<file path="src/hw/rtl/inpaint_region_labeler_macros.svh">
// Assertion macros for the inpaint region labeler RTL.
// Included by inpaint_region_labeler, which carries concurrent checks; no other dependencies.
`ifndef INPAINT_REGION_LABELER_MACROS_SVH
`define INPAINT_REGION_LABELER_MACROS_SVH

// same-cycle implication, disabled while reset is low
`define IRL_ASSERT_NOW(lbl, clk, rst_n, ante, cons, msg) \
    lbl: assert property (@(posedge clk) disable iff (!rst_n) (ante) |-> (cons)) \
        else $error(msg);

// next-cycle implication, disabled while reset is low
`define IRL_ASSERT_NEXT(lbl, clk, rst_n, ante, cons, msg) \
    lbl: assert property (@(posedge clk) disable iff (!rst_n) (ante) |=> (cons)) \
        else $error(msg);

`endif

</file>
<file path="src/hw/rtl/irl_pkg.sv">
// Shared types and constants of the inpaint region labeler.
// No dependencies; used by irl_cell and inpaint_region_labeler.
package irl_pkg;

    localparam int IRL_MAX_WIDTH  = 1024;
    localparam int IRL_MAX_RADIUS = 8;
    localparam int MAX_HEIGHT     = 4096;

    localparam int FW_W      = 11;   // frame_width register
    localparam int FH_W      = 13;   // frame_height register
    localparam int FR_W      = 4;    // window_radius register
    localparam int CFG_IDX_W = 2;
    localparam int CFG_DAT_W = 13;
    localparam int IN_ROW_W  = 13;
    localparam int OUT_ROW_W = 12;

    localparam logic [FW_W-1:0] RST_FRAME_WIDTH  = 11'd640;
    localparam logic [FH_W-1:0] RST_FRAME_HEIGHT = 13'd480;
    localparam logic [FR_W-1:0] RST_RADIUS       = 4'd4;

    localparam logic [CFG_IDX_W-1:0] CFG_FRAME_WIDTH  = 2'd0;
    localparam logic [CFG_IDX_W-1:0] CFG_FRAME_HEIGHT = 2'd1;
    localparam logic [CFG_IDX_W-1:0] CFG_RADIUS       = 2'd2;

    localparam logic [7:0] MISS_RED  = 8'd255;
    localparam logic [7:0] MISS_ZERO = 8'd0;

    localparam logic KIND_PIXEL = 1'b0;

    typedef enum logic [2:0] {
        LBL_BACKGROUND = 3'd0,
        LBL_MISSING    = 3'd1,
        LBL_BORDER     = 3'd2,
        LBL_BAND       = 3'd3,
        LBL_EDGE       = 3'd4
    } t_label;

    // per-column vertical summary, centered d rows above the input row
    typedef struct packed {
        logic center;   // the center row itself is missing
        logic near;     // missing within one row of center
        logic band;     // missing within radius rows of center (0 if radius is 0)
    } t_col_sum;

    // what one chain cell contributes to the current label
    typedef struct packed {
        logic center;
        logic near;
        logic band;
    } t_cell_hit;

    typedef struct packed {
        t_label label;
        logic   last;
    } t_result;

endpackage

</file>
<file path="src/hw/rtl/irl_cell.sv">
// One cell of the horizontal window chain: holds a column summary, passes it on.
// Depends on irl_pkg for the summary and hit types.
module irl_cell #(
    parameter int MAX_WIDTH  = irl_pkg::IRL_MAX_WIDTH,
    parameter int MAX_RADIUS = irl_pkg::IRL_MAX_RADIUS,
    parameter int IDX        = 0
) (
    input  logic                                 i_clk,
    input  logic                                 i_shift,
    input  irl_pkg::t_col_sum                    i_sum,
    output irl_pkg::t_col_sum                    o_sum,
    input  logic [$clog2(MAX_WIDTH)-1:0]         i_ox,
    input  logic [$clog2(MAX_RADIUS+1)-1:0]      i_d,
    input  logic [$clog2(MAX_RADIUS+1)-1:0]      i_r,
    input  logic [$clog2(MAX_WIDTH)+1-1:0]       i_w,
    output irl_pkg::t_cell_hit                   o_hit
);

    localparam int CW = $clog2(MAX_WIDTH);
    localparam int RW = $clog2(MAX_RADIUS + 1);
    localparam int SW = CW + RW + 2;

    irl_pkg::t_col_sum r_sum;

    logic signed [SW-1:0] w_dx;
    logic signed [SW-1:0] w_col;
    logic signed [SW-1:0] w_rs;
    logic signed [SW-1:0] w_one;
    logic                 w_in;

    always_ff @(posedge i_clk) begin
        if (i_shift) begin
            r_sum <= i_sum;
        end
    end

    // this cell holds column ox + dx of the label's row
    assign w_dx  = $signed(SW'(i_d)) - $signed(SW'(IDX));
    assign w_col = $signed(SW'(i_ox)) + w_dx;
    assign w_rs  = $signed(SW'(i_r));
    assign w_one = $signed(SW'(1));
    assign w_in  = !w_col[SW-1] && (w_col < $signed(SW'(i_w)));

    assign o_hit.center = w_in && (w_dx == '0) && r_sum.center;
    assign o_hit.near   = w_in && (w_dx <= w_one) && (w_dx >= -w_one) && r_sum.near;
    assign o_hit.band   = w_in && (w_dx <= w_rs) && (w_dx >= -w_rs) && r_sum.band;

    assign o_sum = r_sum;

endmodule
</file>
<file path="config.mk">
export PLATFORM = sky130hd
export DESIGN_NAME = irl_cell
export DESIGN_NICKNAME = d
export VERILOG_FILES = /design/src/hw/rtl/inpaint_region_labeler_macros.svh /design/src/hw/rtl/irl_pkg.sv /design/src/hw/rtl/irl_cell.sv
export SDC_FILE = /design/constraint.sdc
export NUM_CORES = 1
export LEC_CHECK = 0
export BUFFER_PORTS_ARGS = -buffer_cell sky130_fd_sc_hd__buf_2
export CORE_UTILIZATION = 30
export DETAILED_ROUTE_END_ITERATION = 10
export GPL_TIMING_DRIVEN = 1
export PLACE_DENSITY = 0.59
export RECOVER_POWER = 50
export SYNTH_ARGS = -nofsm -noshare
export SYNTH_HDL_FRONTEND = slang
export SYNTH_SLANG_ARGS = --single-unit
</file>
<file path="constraint.sdc">
create_clock -name i_clk -period 5.85 [get_ports i_clk]
set_clock_uncertainty 0.15 [all_clocks]
set_input_delay 0.585 -clock i_clk [delete_from_list [all_inputs] [get_ports i_clk]]
set_output_delay 0.585 -clock i_clk [all_outputs]
set_load 0.005 [all_outputs]
</file>
Word-level counts from Yosys, hierarchy flattened
Index checks and enable logic that the tools add are counted.
Widths: inputs -> output; s select.

word-level totals
  bits of input ports = 34
  memory bits (read-only) = 0
  memories kept = 0
  memory bits (writable) = 0
  flip-flop bits (word level) = 3
  word-level logic and storage cells = 21
  bits in latches = 0
  output and inout bits = 6

cells by class
  div/mod/pow operators = 0
  shifts and indexed selects = 0
  equality and inequality tests = 0
  add/subtract/negate cells = 2
  reductions and logical operators = 11
  multipliers = 0
  bitwise logic cells = 0
  muxes and demuxes = 0
  magnitude comparators = 5

operators by type and width
  operator                 count
  $ge 5x16->1              1
  $logic_not 16->1         1
  $neg 4->16               1
  $add 10x4->11            1
  $lt 11x11->1             1
  $logic_and 1x1->1        9
  $ge 5x1->1 const B       1
  $le 4x1->1 const B       1
  $le 4x4->1               1
  $logic_not 1->1 const A  1

Logic depth before layout (Yosys ltp)
  depth in word-level cells = 6
  gate-level depth with buffers = 12
  depth with buffers taken out = 12

Worst setup path before layout
OpenSTA, ideal clock, no wires.

  path type = input port to output port
  from = input port i_ox[0]
  to = output port o_hit[2] (netlist bit)
  stages = 11
  required time = 5115 ps
  slack = 2257 ps
  path buffers = 0
  data arrival time = 2858 ps
  path through = ha_1 fa_1 a21oi_1 nor2b_1 o21a_1 and3_1 ha_1 a21oi_1 o21ai_0 or3_4 and4b_1

RTL lines
  what         RTL line        source
  from (decl)  irl_cell.sv:12  input logic [$clog2(MAX_WIDTH)-1:0] i_ox,
  to (decl)    irl_cell.sv:16  output irl_pkg::t_cell_hit o_hit

==> results.cfg <==
[status]
status = complete, no violations

[power]
p_leak_uw = 0.000610
p_sw_uw = 49.1
clockPowerShare_pct = 26.1
p_sw_share_pct = 35.8
power_frac_seq_pct = 19.4
p_comb_share_pct = 54.5
p_int_uw = 88.0
vdd_ir_drop_max_uv = 111
p_per_area_nw_per_um2 = 125

[detailed_routing]
drt_iter0_markers = 6
num_vias = 876
remaining_drc_errors = 0
dr.pass1.iters = 4
ant_nets = 0
wire_per_inst_um = 10.8
drt-total-wl_um = 1900
via_per_inst = 4.98

[clocking]
cts-resized-gates = 0
clock_path_buffers = 2
cts_tree = done
cts_made_buffers = 3
clk_pin_slew_ps = 40
clock-sinks = 3
cts_max_level = 1
ctsHoldBuffers = 0
post-cts-setup-buffers = 0
cts_root_buf = clkbuf_4

[yosys]
synth_top_family_by_area = adder cells
async_flop_share_pct = 0
synth_top_area_cell = ha_1
synth-compound-area-share_pct = 14.5
synth_xor_area_share_pct = 8.35
synth_seq_cells = 3
yosysWarnings = 0
ys_seq_area_share_pct = 10.7
yosys.area_share.simple_pct = 21.8
synth.area.top_cells = ha_1 34%, edfxtp_1 11%, inv_1 8.0%
synth_edf_count = 3
syn_inst = 103
synthMuxAreaShare_pct = 0
synth_area_per_cell_um2 = 8.15
synth_area_um2 = 840
synth_top_area_share_pct = 34.3
synth_nets = 161
synthTopCellsByCount = 23 x ha_1, 18 x inv_1, 9 x a21oi_1, 6 x nand2_1
synth_adder_area_share_pct = 36.7
yosysUniqueCellTypes = 28
yosysMostFrequentCell = ha_1
synthFlopType = edfxtp_1

[sta]
period_needed_ps = 3980
relSlewSlack_pct = 76.4
fin_crit_sh_pct = 68.0
finalSetupTns_ps = 0
rsz0062_at_grt = no
drv_slew = 0
hold_violations = 0
setup_viol = 0
clock.fmax_ghz = 0.251
worst_pin_slew_ps = 352

[worst_setup_path]
slowest_stage = fa_1
setup.worst_path.class = in2out
path_buf_inv = 2
crit_chain = buf_2, ha_1, fa_1, a21oi_1, nor2b_1, o21a_1, and3_1, ha_1, a21oi_1, o21ai_0, or3_4, and4b_1, buf_2
worstPathRequired_ps = 5120
cp-start-kind = input pin
critPathTopFamily = adder cells
critical_path.max_fanout = 4
critPathCaptureType = output pin
cp.arrival_ps = 3240
slowest_delay_ps = 400

[global_route]
grt_first_pass_wirelength_um = 3140
grt_most_used_layer = met2
grt_start_max_net_pins = 6
antenna_found_initial = 0
grt_use_met3_pct = 1.64
grt_pass1_vias = 827
grt_usage_pct = 14.4
grtUsageMet2_pct = 27.1
grt_util_met1_pct = 16.5
grt-ovfl-total = 0

[placement]
hpwl_um = 1750
gp_congestion = 0.772
io_buffers = 39

[layout]
largest_register_ffs = 3
final_core_util_pct = 42.7
insertedDiodeCount = 0
fillers = 278
seq_area_um2 = 90.1
finalNetCount = 205
multiInputGateArea_um2 = 682
area_growth_pct = 30.7
layout-drive-gt1-share_pct = 30.8

[floorplan]
rows = 18
coreArea_um2 = 2570
initial_core_util_pct = 32.7
die_area_um2 = 3010
die_y_um = 54.9
io_pins = 40
chipWidth_um = 54.9

[run]
cap_viol_max_count = 0

[worst_hold_path]
hold_class = in2reg
-- metrics by stage --
step / instance area (um2) / setup slack, ps / power [uW] / hold slack, ps / std cells
finish: 1100 / 1870 / 137 / 382 / 176
global route: 1100 / 1730 / 153 / 367 / 176
CTS: 1100 / 1860 / 140 / 374 / 176
detailed placement: 1070 / 1870 / 103 / 617 / 172
global placement: 1070 / 1900 / 99.5 / 612 / 172
floorplan: 840 / 2260 / 74.3 / 534 / 103
-- power groups by stage --
stage / Combinational (uW) / Sequential, uW / Clock (uW)
2_1_floorplan: 47.3 / 27.0 / 0
3_3_place_gp: 72.7 / 26.8 / 0
3_5_place_dp: 75.6 / 27.0 / 0
4_1_cts: 76.1 / 26.8 / 37.3
5_1_grt: 86.5 / 26.9 / 39.4
6_report: 74.7 / 26.6 / 35.8
-- final timing paths --
kind,from,to,slack (ps),cells after the start
worst max-delay path,i_ox[0],o_hit[2],1870,13
worst min-delay path,i_sum[0],o_sum[0]$_DFFE_PP_,380,1
-- cell type report --
class	instances	share of cell area, %
multi-input combinational	82	62.1
tap	30	3.42
sequential	3	8.21
inverter	18	6.16
clock buffer	4	2.39
timing repair buffer	39	17.7
-- layout by cell type (no fill, tap or decap), types with 2 or more instances in the layout --
master    instances
buf_2            38
ha_1             23
inv_1            18
a21oi_1           9
nand2_1           6
nand4_1           4
xnor2_1           4
nand3_1           4
xor2_1            4
o21ai_0           3
nor3_1            3
nor2_1            3
clkbuf_4          3
edfxtp_1          3
nand3_2           2
a211oi_1          2
nand2b_1          2
clkbuf_1          2
-- kinds of logic (layout without fill, tap and decap cells) --
kind of cell               Yosys count  in the layout
buffers and inverters               18             61
DFF                                  3              3
adders and majority gates           24             24
xor gates and xnor gates             8              8
and+or+nand+nor                     30             30
AOI/OAI and AO/OA                   20             20
-- layer usage --
metal	vias up	part of all wire [%]
li1	451	-
met3	0	6.5
met4	0	0
met1	394	43
met5	-	0
met2	31	50
(Power assumes the default switching activity.)
